**config.mk**
```make
export PLATFORM = sky130hd
export DESIGN_NAME = linear_probe_hash_map_unit
export DESIGN_NICKNAME = d
export VERILOG_FILES = /design/src/rtl/lphm_pkg.sv /design/src/rtl/linear_probe_hash_map_unit.sv /design/src/rtl/lphm_dp.sv /design/src/rtl/lphm_ctrl.sv
export SDC_FILE = /design/constraint.sdc
export NUM_CORES = 2
export LEC_CHECK = 0
export ABC_AREA = 1
export BUFFER_PORTS_ARGS = -buffer_cell sky130_fd_sc_hd__buf_4
export CORE_ASPECT_RATIO = 0.5
export CORE_MARGIN = 2
export CORE_UTILIZATION = 60
export DETAILED_ROUTE_END_ITERATION = 16
export PLACE_DENSITY = 0.76
export SETUP_SLACK_MARGIN = 0.3
export SYNTH_ARGS = -nofsm -noshare
export SYNTH_HDL_FRONTEND = slang
export SYNTH_SLANG_ARGS = --single-unit
```
**constraint.sdc**
```tcl
create_clock -name clk -period 14.5 [get_ports clk]
set_input_delay 2.9 -clock clk [delete_from_list [all_inputs] [get_ports clk]]
set_output_delay 2.9 -clock clk [all_outputs]
set_load 0.005 [all_outputs]
```
**src/rtl/lphm_pkg.sv**
```systemverilog
// types and codes shared by the hash map controller, datapath and top level
// no dependencies

package lphm_pkg;

	// request codes
	localparam logic [1:0] FN_INSERT = 2'd0;
	localparam logic [1:0] FN_REMOVE = 2'd1;
	localparam logic [1:0] FN_GET    = 2'd2;
	localparam logic [1:0] FN_NOP    = 2'd3;

	// slot state codes, code three reads like a tombstone
	localparam logic [1:0] ST_EMPTY = 2'd0;
	localparam logic [1:0] ST_LIVE  = 2'd1;
	localparam logic [1:0] ST_TOMB  = 2'd2;

	typedef struct packed {
		logic [1:0]  func;
		logic [63:0] key;
		logic [31:0] key_hash;
		logic [31:0] value_in;
	} req_t;

	typedef struct packed {
		logic        found;
		logic [31:0] value_out;
		logic        status;
		logic [5:0]  entry_count;
	} rsp_t;

	// controller to datapath
	typedef struct packed {
		logic clear;
		logic load;
		logic mul;
		logic scale;
		logic start;
		logic probe;
		logic finish;
	} cmd_t;

	// datapath to controller
	typedef struct packed {
		logic clr_last;
		logic req_nop;
		logic probe_done;
		logic out_busy;
	} sts_t;

endpackage

```
**src/rtl/linear_probe_hash_map_unit.sv**
```systemverilog
// top level of the linear probing hash map: controller plus datapath
// depends on lphm_pkg, lphm_ctrl, lphm_dp
//
//   channel | payload          | handshake
//   --------+------------------+----------------------
//   req     | func, key, hash, | req_valid / req_stall
//           | value_in         |
//   rsp     | found, value_out,| rsp_valid / rsp_stall
//           | status, count    |
//
// one request at a time: transfer, then reduction of the hash to a start slot
// (multiply, multiply, compare-subtract), then one cycle per slot probed
// (registered memory read, next slot read ahead), then the table update and
// the result load; from 1 to SLOTS slots are probed
// an unused request code skips the reduction and the probe
// after reset a clearing pass empties the slot states, req stalled
// a stalled result waits in its register; the next request is taken meanwhile
// and holds before its update until the result register frees

module linear_probe_hash_map_unit #(
	parameter int SLOTS = 32
) (
	input  logic           clk,
	input  logic           arst_n,
	input  logic           req_valid,
	output logic           req_stall,
	input  lphm_pkg::req_t req,
	output logic           rsp_valid,
	input  logic           rsp_stall,
	output lphm_pkg::rsp_t rsp
);
	import lphm_pkg::*;

	cmd_t cmd;
	sts_t sts;

	lphm_ctrl u_ctrl (
		.clk       (clk),
		.arst_n    (arst_n),
		.req_valid (req_valid),
		.req_stall (req_stall),
		.cmd       (cmd),
		.sts       (sts)
	);

	lphm_dp #(
		.SLOTS (SLOTS)
	) u_dp (
		.clk       (clk),
		.arst_n    (arst_n),
		.cmd       (cmd),
		.sts       (sts),
		.req       (req),
		.rsp_valid (rsp_valid),
		.rsp_stall (rsp_stall),
		.rsp       (rsp)
	);

endmodule

```
**src/rtl/lphm_dp.sv**
```systemverilog
// hash map datapath: slot memories, start slot reduction, probe evaluation, result register
// depends on lphm_pkg

module lphm_dp #(
	parameter int SLOTS = 32
) (
	input  logic          clk,
	input  logic          arst_n,
	input  lphm_pkg::cmd_t cmd,
	output lphm_pkg::sts_t sts,
	input  lphm_pkg::req_t req,
	output logic          rsp_valid,
	input  logic          rsp_stall,
	output lphm_pkg::rsp_t rsp
);
	import lphm_pkg::*;

	localparam int IW = $clog2(SLOTS);
	localparam int CW = $clog2(SLOTS + 1);
	localparam logic [IW-1:0] LAST = IW'(SLOTS - 1);
	localparam logic [63:0] RECIP_W = 64'h1_0000_0000 / 64'(SLOTS);
	localparam logic [31:0] RECIP = RECIP_W[31:0];
	localparam logic [32:0] DIV = 33'(SLOTS);
	localparam logic [CW-1:0] FULL = CW'(SLOTS);

	logic [1:0]  state_mem [SLOTS];
	logic [63:0] key_mem [SLOTS];
	logic [31:0] val_mem [SLOTS];

	req_t          req_q;
	logic [31:0]   prod_s1;
	logic [31:0]   scaled_s2;
	logic [1:0]    st_rd_q;
	logic [63:0]   key_rd_q;
	logic [31:0]   val_rd_q;
	logic [IW-1:0] cur_q;
	logic [IW-1:0] cnt_q;
	logic          tomb_seen_q;
	logic [IW-1:0] tomb_q;
	logic          found_q;
	logic          ok_q;
	logic [IW-1:0] target_q;
	logic [31:0]   vout_q;
	logic [CW-1:0] count_q;
	logic [IW-1:0] clr_q;
	rsp_t          rsp_q;
	logic          rsp_valid_q;

	logic [63:0]   prod;
	logic [48:0]   scaled;
	logic [31:0]   rem;
	logic [IW-1:0] start_idx;
	logic [IW-1:0] nxt_idx;
	logic [IW-1:0] rd_addr;
	logic          is_empty;
	logic          is_live;
	logic          is_tomb;
	logic          hit;
	logic          done;
	logic          ins_ok;
	logic [IW-1:0] ins_idx;
	logic          is_ins;
	logic          is_rem;
	logic          is_get;
	logic          add_new;
	logic          st_we;
	logic [IW-1:0] wr_addr;
	logic [1:0]    st_wd;
	logic          key_we;
	logic          val_we;
	logic [CW-1:0] count_nxt;
	rsp_t          rsp_nxt;

	// start slot = hash mod SLOTS by reciprocal, estimate is low by at most one
	assign prod   = 64'(req_q.key_hash) * 64'(RECIP);
	assign scaled = 49'(prod_s1) * 49'(SLOTS);
	assign rem    = req_q.key_hash - scaled_s2;
	assign start_idx = (33'(rem) >= DIV) ? IW'(rem - DIV[31:0]) : IW'(rem);

	assign nxt_idx = (cur_q == LAST) ? '0 : cur_q + IW'(1);
	assign rd_addr = cmd.start ? start_idx : nxt_idx;

	// probe evaluation of the slot whose data sits in the read registers
	assign is_empty = (st_rd_q == ST_EMPTY);
	assign is_live  = (st_rd_q == ST_LIVE);
	assign is_tomb  = !is_empty && !is_live;
	assign hit      = is_live && (key_rd_q == req_q.key);
	assign done     = is_empty || hit || (cnt_q == LAST);
	assign ins_ok   = is_empty || tomb_seen_q || is_tomb;
	assign ins_idx  = (!is_empty && tomb_seen_q) ? tomb_q : cur_q;

	assign is_ins  = (req_q.func == FN_INSERT);
	assign is_rem  = (req_q.func == FN_REMOVE);
	assign is_get  = (req_q.func == FN_GET);
	assign add_new = is_ins && !found_q && ok_q;

	assign st_we   = cmd.clear || (cmd.finish && (add_new || (is_rem && found_q)));
	assign wr_addr = cmd.clear ? clr_q : target_q;
	assign st_wd   = cmd.clear ? ST_EMPTY : (is_ins ? ST_LIVE : ST_TOMB);
	assign key_we  = cmd.finish && add_new;
	assign val_we  = cmd.finish && is_ins && (found_q || ok_q);

	always_comb begin
		count_nxt = count_q;
		if (add_new) begin
			count_nxt = count_q + CW'(1);
		end else if (is_rem && found_q && (count_q != '0)) begin
			count_nxt = count_q - CW'(1);
		end
		rsp_nxt.found       = found_q;
		rsp_nxt.value_out   = (is_get && found_q) ? vout_q : 32'd0;
		rsp_nxt.status      = is_ins && !found_q && !ok_q;
		rsp_nxt.entry_count = 6'(count_nxt);
	end

	always_ff @(posedge clk) begin
		st_rd_q  <= state_mem[rd_addr];
		key_rd_q <= key_mem[rd_addr];
		val_rd_q <= val_mem[rd_addr];
		if (st_we) begin
			state_mem[wr_addr] <= st_wd;
		end
		if (key_we) begin
			key_mem[target_q] <= req_q.key;
		end
		if (val_we) begin
			val_mem[target_q] <= req_q.value_in;
		end
	end

	always_ff @(posedge clk) begin
		if (cmd.load) begin
			req_q   <= req;
			found_q <= 1'b0;
			ok_q    <= 1'b0;
		end
		if (cmd.mul) begin
			prod_s1 <= prod[63:32];
		end
		if (cmd.scale) begin
			scaled_s2 <= scaled[31:0];
		end
		if (cmd.probe) begin
			if (is_tomb && !tomb_seen_q) begin
				tomb_q <= cur_q;
			end
			if (done) begin
				found_q  <= hit;
				ok_q     <= ins_ok;
				target_q <= hit ? cur_q : ins_idx;
				vout_q   <= val_rd_q;
			end
		end
		if (cmd.finish) begin
			rsp_q <= rsp_nxt;
		end
	end

	always_ff @(posedge clk or negedge arst_n) begin
		if (!arst_n) begin
			cur_q       <= '0;
			cnt_q       <= '0;
			tomb_seen_q <= 1'b0;
			count_q     <= '0;
			clr_q       <= '0;
			rsp_valid_q <= 1'b0;
		end else begin
			if (cmd.clear) begin
				clr_q <= clr_q + IW'(1);
			end
			if (cmd.start) begin
				cur_q       <= start_idx;
				cnt_q       <= '0;
				tomb_seen_q <= 1'b0;
			end else if (cmd.probe) begin
				cur_q <= nxt_idx;
				cnt_q <= cnt_q + IW'(1);
				if (is_tomb) begin
					tomb_seen_q <= 1'b1;
				end
			end
			if (cmd.finish) begin
				count_q     <= count_nxt;
				rsp_valid_q <= 1'b1;
			end else if (rsp_valid_q && !rsp_stall) begin
				rsp_valid_q <= 1'b0;
			end
		end
	end

	assign sts.clr_last   = (clr_q == LAST);
	assign sts.req_nop    = (req.func == FN_NOP);
	assign sts.probe_done = done;
	assign sts.out_busy   = rsp_valid_q && rsp_stall;

	assign rsp_valid = rsp_valid_q;
	assign rsp       = rsp_q;

	a_no_overwrite: assert property (@(posedge clk) disable iff (!arst_n)
		cmd.finish |-> !(rsp_valid_q && rsp_stall))
		else $error("result register overwritten while stalled");

	a_count_bound: assert property (@(posedge clk) disable iff (!arst_n)
		count_q <= FULL)
		else $error("live entry count above table size");

	a_full_means_all_live: assert property (@(posedge clk) disable iff (!arst_n)
		(rsp_valid_q && rsp_q.status) |-> (count_q == FULL))
		else $error("table full reported with free slots");

	a_finish_gives_result: assert property (@(posedge clk) disable iff (!arst_n)
		cmd.finish |=> rsp_valid_q)
		else $error("finished operation left no result");

endmodule

```
**src/rtl/lphm_ctrl.sv**
```systemverilog
// hash map controller: clearing pass, start slot reduction, probe loop, result hand-off
// depends on lphm_pkg

module lphm_ctrl (
	input  logic           clk,
	input  logic           arst_n,
	input  logic           req_valid,
	output logic           req_stall,
	output lphm_pkg::cmd_t cmd,
	input  lphm_pkg::sts_t sts
);
	import lphm_pkg::*;

	typedef enum logic [6:0] {
		S_CLEAR  = 7'b0000001,
		S_IDLE   = 7'b0000010,
		S_MUL    = 7'b0000100,
		S_SCALE  = 7'b0001000,
		S_REDUCE = 7'b0010000,
		S_PROBE  = 7'b0100000,
		S_FINISH = 7'b1000000
	} state_t;

	state_t state_q;
	state_t state_nxt;

	always_comb begin
		state_nxt = state_q;
		cmd       = '0;
		case (state_q)
			S_CLEAR: begin
				cmd.clear = 1'b1;
				if (sts.clr_last) begin
					state_nxt = S_IDLE;
				end
			end
			S_IDLE: begin
				if (req_valid) begin
					cmd.load  = 1'b1;
					state_nxt = sts.req_nop ? S_FINISH : S_MUL;
				end
			end
			S_MUL: begin
				cmd.mul   = 1'b1;
				state_nxt = S_SCALE;
			end
			S_SCALE: begin
				cmd.scale = 1'b1;
				state_nxt = S_REDUCE;
			end
			S_REDUCE: begin
				cmd.start = 1'b1;
				state_nxt = S_PROBE;
			end
			S_PROBE: begin
				cmd.probe = 1'b1;
				if (sts.probe_done) begin
					state_nxt = S_FINISH;
				end
			end
			S_FINISH: begin
				if (!sts.out_busy) begin
					cmd.finish = 1'b1;
					state_nxt  = S_IDLE;
				end
			end
			default: begin
				state_nxt = S_IDLE;
			end
		endcase
	end

	always_ff @(posedge clk or negedge arst_n) begin
		if (!arst_n) begin
			state_q <= S_CLEAR;
		end else begin
			state_q <= state_nxt;
		end
	end

	assign req_stall = (state_q != S_IDLE);

endmodule
```
==> results list <==
- Share of total power in the clock network: 0.261
- The signal on the critical path passes through nor2_1 > nand2_2 > nor2_8 > nor2_2 > nand2_1 > nand2_4 > inv_8 > buf_4 > buf_4 > buf_4 > nand3_1 > nand3_1 > nand3_1 > nand2_1.
* Average detailed-routed wire length per instance: between 20 and 25 um
- The flow ran to the end, and the final reports show no timing, DRC or antenna violations.
- Switching part of the total: 0.367
* Buffer count from post-CTS setup fixing: 0
- After detailed routing, the total wire length is 350 mm.
- On the worst path, the slowest cell contributes a delay of slightly above 900 ps.
* Worst reg-to-reg setup slack: around 8500 ps
- The kind of cell with the highest combined delay along the critical path is buffers and inverters.
- Internal power comes to 18.7 mW.
- Summed over all nets, wire length on met3 after detailed routing comes to 40.3 mm.
- Using the TritonRoute via totals, the vias-per-cell ratio works out to 6.19.
- Number of maximum-capacitance constraint violations: 0
- Post-synth top cells: sky130_fd_sc_hd__nand2_1, sky130_fd_sc_hd__edfxtp_1, sky130_fd_sc_hd__nand3_1
- #FFs+latches synth: 3,451
* Critical path origin: u_ctrl.state_q[1]
* Total stage count of the critical path: 14
* Cell area after technology mapping: roughly 140,000 sq um
- Async set-reset flop share out of synthesis: 0.00869
- Ports placed on the boundary: approximately 180
* Reg-to-reg critical path endpoint: u_dp.key_rd_q[29]
* Fraction of power consumed by sequential logic: 0.412
* Portion of the post-synthesis area used by sequential elements: 0.751
- Counting both buffers and inverters, the worst setup path holds a total of 4.
- Starting density of the core: 0.605
- Core Region: 225,000 sq um
- For this block, wires on met1 add up to around 130 mm.
- Die Ht: 341 um
- In this run, post-CTS repair resized a total of 0 instances.
- Yosys warning count: 0
- Across all layers, the routed design uses 88,900 vias.
- Once detail routing completed, the nets flagged for antenna violations numbered 0.
- The largest total area in the synthesized netlist belongs to sky130_fd_sc_hd__edfxtp_1.
* Clock period minus final worst setup slack: 5960 ps
- The count of buffers added on input and output ports is between 100 and 150.
- Prior to clock tree synthesis, the placed netlist has a worst setup slack of 8070 ps.
* Areal power density over the cells: about 200 nW/um^2
- CTS tree: yes
- Slew Limit Fails: 0
- The netlist uses 34 different library cells.
- Top flip-flop cell by instance count after synthesis: sky130_fd_sc_hd__edfxtp_1
- Summed over all cells, the static leakage comes to 53.2 nW.
- After detailed routing, the number of remaining DRC violations is 0.
- 0 antenna diodes ended up in the layout.
- From left edge to right edge, the die measures 678 um.
- In the post-synthesis netlist, the cell with the most instances is sky130_fd_sc_hd__nand2_1.
- The via count of the first global-routing pass came to 84,700.
- Worst setup EP type: register
- Length of the first detailed-routing pass in iterations: 14
- When the netlist entered floorplanning its net count stood at 11,300.
- For the pin with the worst max-slew slack, the measured transition is 1340 ps.
* Initial drt markers: around 14,000
- Fraction of final layout cells sized beyond drive strength 1: 0.0731
* Logic gate share of total power: 0.327
* Dpl cell area: 140,000 sq um
- The floorplan has between 100 and 150 rows.
- The clock reaches the later pin of the worst-skew pair after 870 ps.
- Setup violations remaining at the end of the flow were counted as 0.
- Sorting the synthesized cells by area gives the leading types as sky130_fd_sc_hd__edfxtp_1, sky130_fd_sc_hd__nand3_1, sky130_fd_sc_hd__nand2_1.
- Number of enable-type register cells in the synthesized netlist: 3,321
- On the final layout, the worst clock skew is 41.0 ps.
* End point of the critical path: u_dp.key_rd_q[29]
- VDD sags by at most 292 uV.
- Class of the worst hold path: register to register
* Least setup slack across all paths after layout: 8540 ps
- Data on the critical path is required at its endpoint by between 15,000 and 20,000 ps.
- Clock-pin slew was measured on the worst setup and hold paths at approximately 70 ps.
* Final Cycle Share: 0.411
- Entering global routing, the biggest net connects 246 pins.
- Measured against its own limit, the worst slew margin works out to 0.107.
* GRT Util Overall: 0.296
- Synthesis handed over a netlist of 11,200 instances.
- After synthesis, the mean cell area works out to 12.2 sq um.
- Root Buffer Master: sky130_fd_sc_hd__clkbuf_16
* Layout Area Growth over Synthesis: 9.43%
* Hold violation total from the final report: 0
- The clock passes through at most 4 buffers.
* Area of the die: 231,000 sq um
- Routability-driven placement congestion ratio: 0.800
* Depth of the most critical reg-to-reg path: 14
- Standard cell with the maximum stage delay on the critical path: sky130_fd_sc_hd__inv_8
* Post-CTS Hold Fix Bufs: 0
- Setup TNS Final: 0 ps
- Detailed placement ended at an HPWL of about 160 mm.
- For this design the total switching power over the nets is 10.8 mW.
* WP data arrival: between 6000 and 7000 ps
- Hold_ws: 403 ps
- Start-to-end type of the worst setup path: register to register
* Type of element launching the critical path: register
- The first global-routing pass estimated between 500 and 600 mm of wire.
* Maximum fanout count along the critical path: 119
* Initial antenna violation count: 2
- DR WL met2: 165 mm
- The share of synthesized area in the top cell type comes to 0.731.
* Final-stage net count: 11,300
* Number of H-tree branching levels: 5
* Achievable Freq: 168 MHz
* Setup repair after global routing missed its margin: no
* Grt ovf: 0
- The detailed router used layers up to and including met5.
- TritonCTS sink count: 3,451
* Total clock buffers created by CTS: a little under 300
* Final Cell Area: 149,000 sq um
- Worst reg2reg path startpoint: u_ctrl.state_q[1]
final cells by class:
type,count,area [sq um]
clock inverters,119,955
inverters,303,1170
repair buffers,332,2670
multi-input cells,6769,30100
well taps,3000,3750
flip-flops and latches,3451,102000
clock buffers,404,8190
fillers,15200,76200
logic make-up after synthesis:
| family | synth area share |
|---|---|
| buffers and inverters | 0.0323 |
| flip-flops | 0.751 |
| adder cells (fa/ha/maj) | 0.000826 |
| XOR/XNOR | 0.00148 |
| AO/OA/AOI/OAI | 0.00210 |
| AND/OR/NAND/NOR | 0.212 |
state kept, by name (all words and copies together) (netlist names):
name              cells
u_dp.found_q          1
u_dp.clr_q            5
u_dp.cnt_q            5
u_ctrl.state_q        7
u_dp.rsp             40
u_dp.key_mem       2048
u_dp.tomb_seen_q      1
u_dp.key_rd_q        64
u_dp.rsp_valid        1
u_dp.cur_q            5
u_dp.ok_q             1
u_dp.tomb_q           5
u_dp.st_rd_q          2
u_dp.count_q          6
u_dp.val_rd_q        32
u_dp.req_q          103
u_dp.target_q         5
u_dp.state_mem       64
u_dp.vout_q          32
u_dp.val_mem       1024
layout by cell type (no fill, tap or decap), types with 65 or more instances in the layout:
master	Yosys	final
sky130_fd_sc_hd__nand3_1	2961	2960
sky130_fd_sc_hd__nor2_1	225	160
sky130_fd_sc_hd__nor2_4	0	65
sky130_fd_sc_hd__clkbuf_1	93	76
sky130_fd_sc_hd__nand2_1	3459	3455
sky130_fd_sc_hd__dfxtp_1	100	100
sky130_fd_sc_hd__buf_4	27	318
sky130_fd_sc_hd__edfxtp_1	3321	3321
sky130_fd_sc_hd__inv_1	297	295
sky130_fd_sc_hd__clkbuf_16	0	301
layer usage:
| metal | global-route usage | vias to the layer above |
|---|---|---|
| met3 | 0.0442 | 894 |
| met1 | 0.415 | 43000 |
| met4 | 0.116 | 4 |
| met2 | 0.477 | 5746 |
| met5 | 0 | - |
| li1 | - | 39300 |
power groups by stage:
stage               clock, mW  combinational [mW]  sequential, mW
detailed placement          0                9.43            12.3
CTS                      7.74                9.53            12.1
global placement            0                9.19            12.3
global route             8.14                10.5            12.2
floorplan                   0                6.92            12.2
finish                   7.70                9.65            12.1
per-stage QoR:
stage | std cells | total power, mW | util
after floorplan | 11200 | 19.2 | -
after global placement | 13900 | 21.5 | 0.622
after detailed placement | 13900 | 21.8 | 0.622
after CTS | 14400 | 29.4 | 0.662
after global routing | 14400 | 30.9 | 0.662
final | 14400 | 29.5 | 0.662
how the worst min path moves through the flow:
stage | start | end | slack (ps) | cells after the start
final | u_dp.val_rd_q[25] | u_dp.vout_q[25] | 400 | 0
after global routing | u_dp.val_rd_q[31] | u_dp.vout_q[31] | 400 | 0
after global placement | u_dp.val_rd_q[14] | u_dp.vout_q[14] | 390 | 0
after floorplan | u_dp.val_rd_q[0] | u_dp.vout_q[0] | 390 | 0
after detailed placement | u_dp.val_rd_q[12] | u_dp.vout_q[12] | 390 | 0
after CTS | u_dp.val_rd_q[10] | u_dp.vout_q[10] | 390 | 0
No activity file was read; power rests on OpenSTA's default activity.
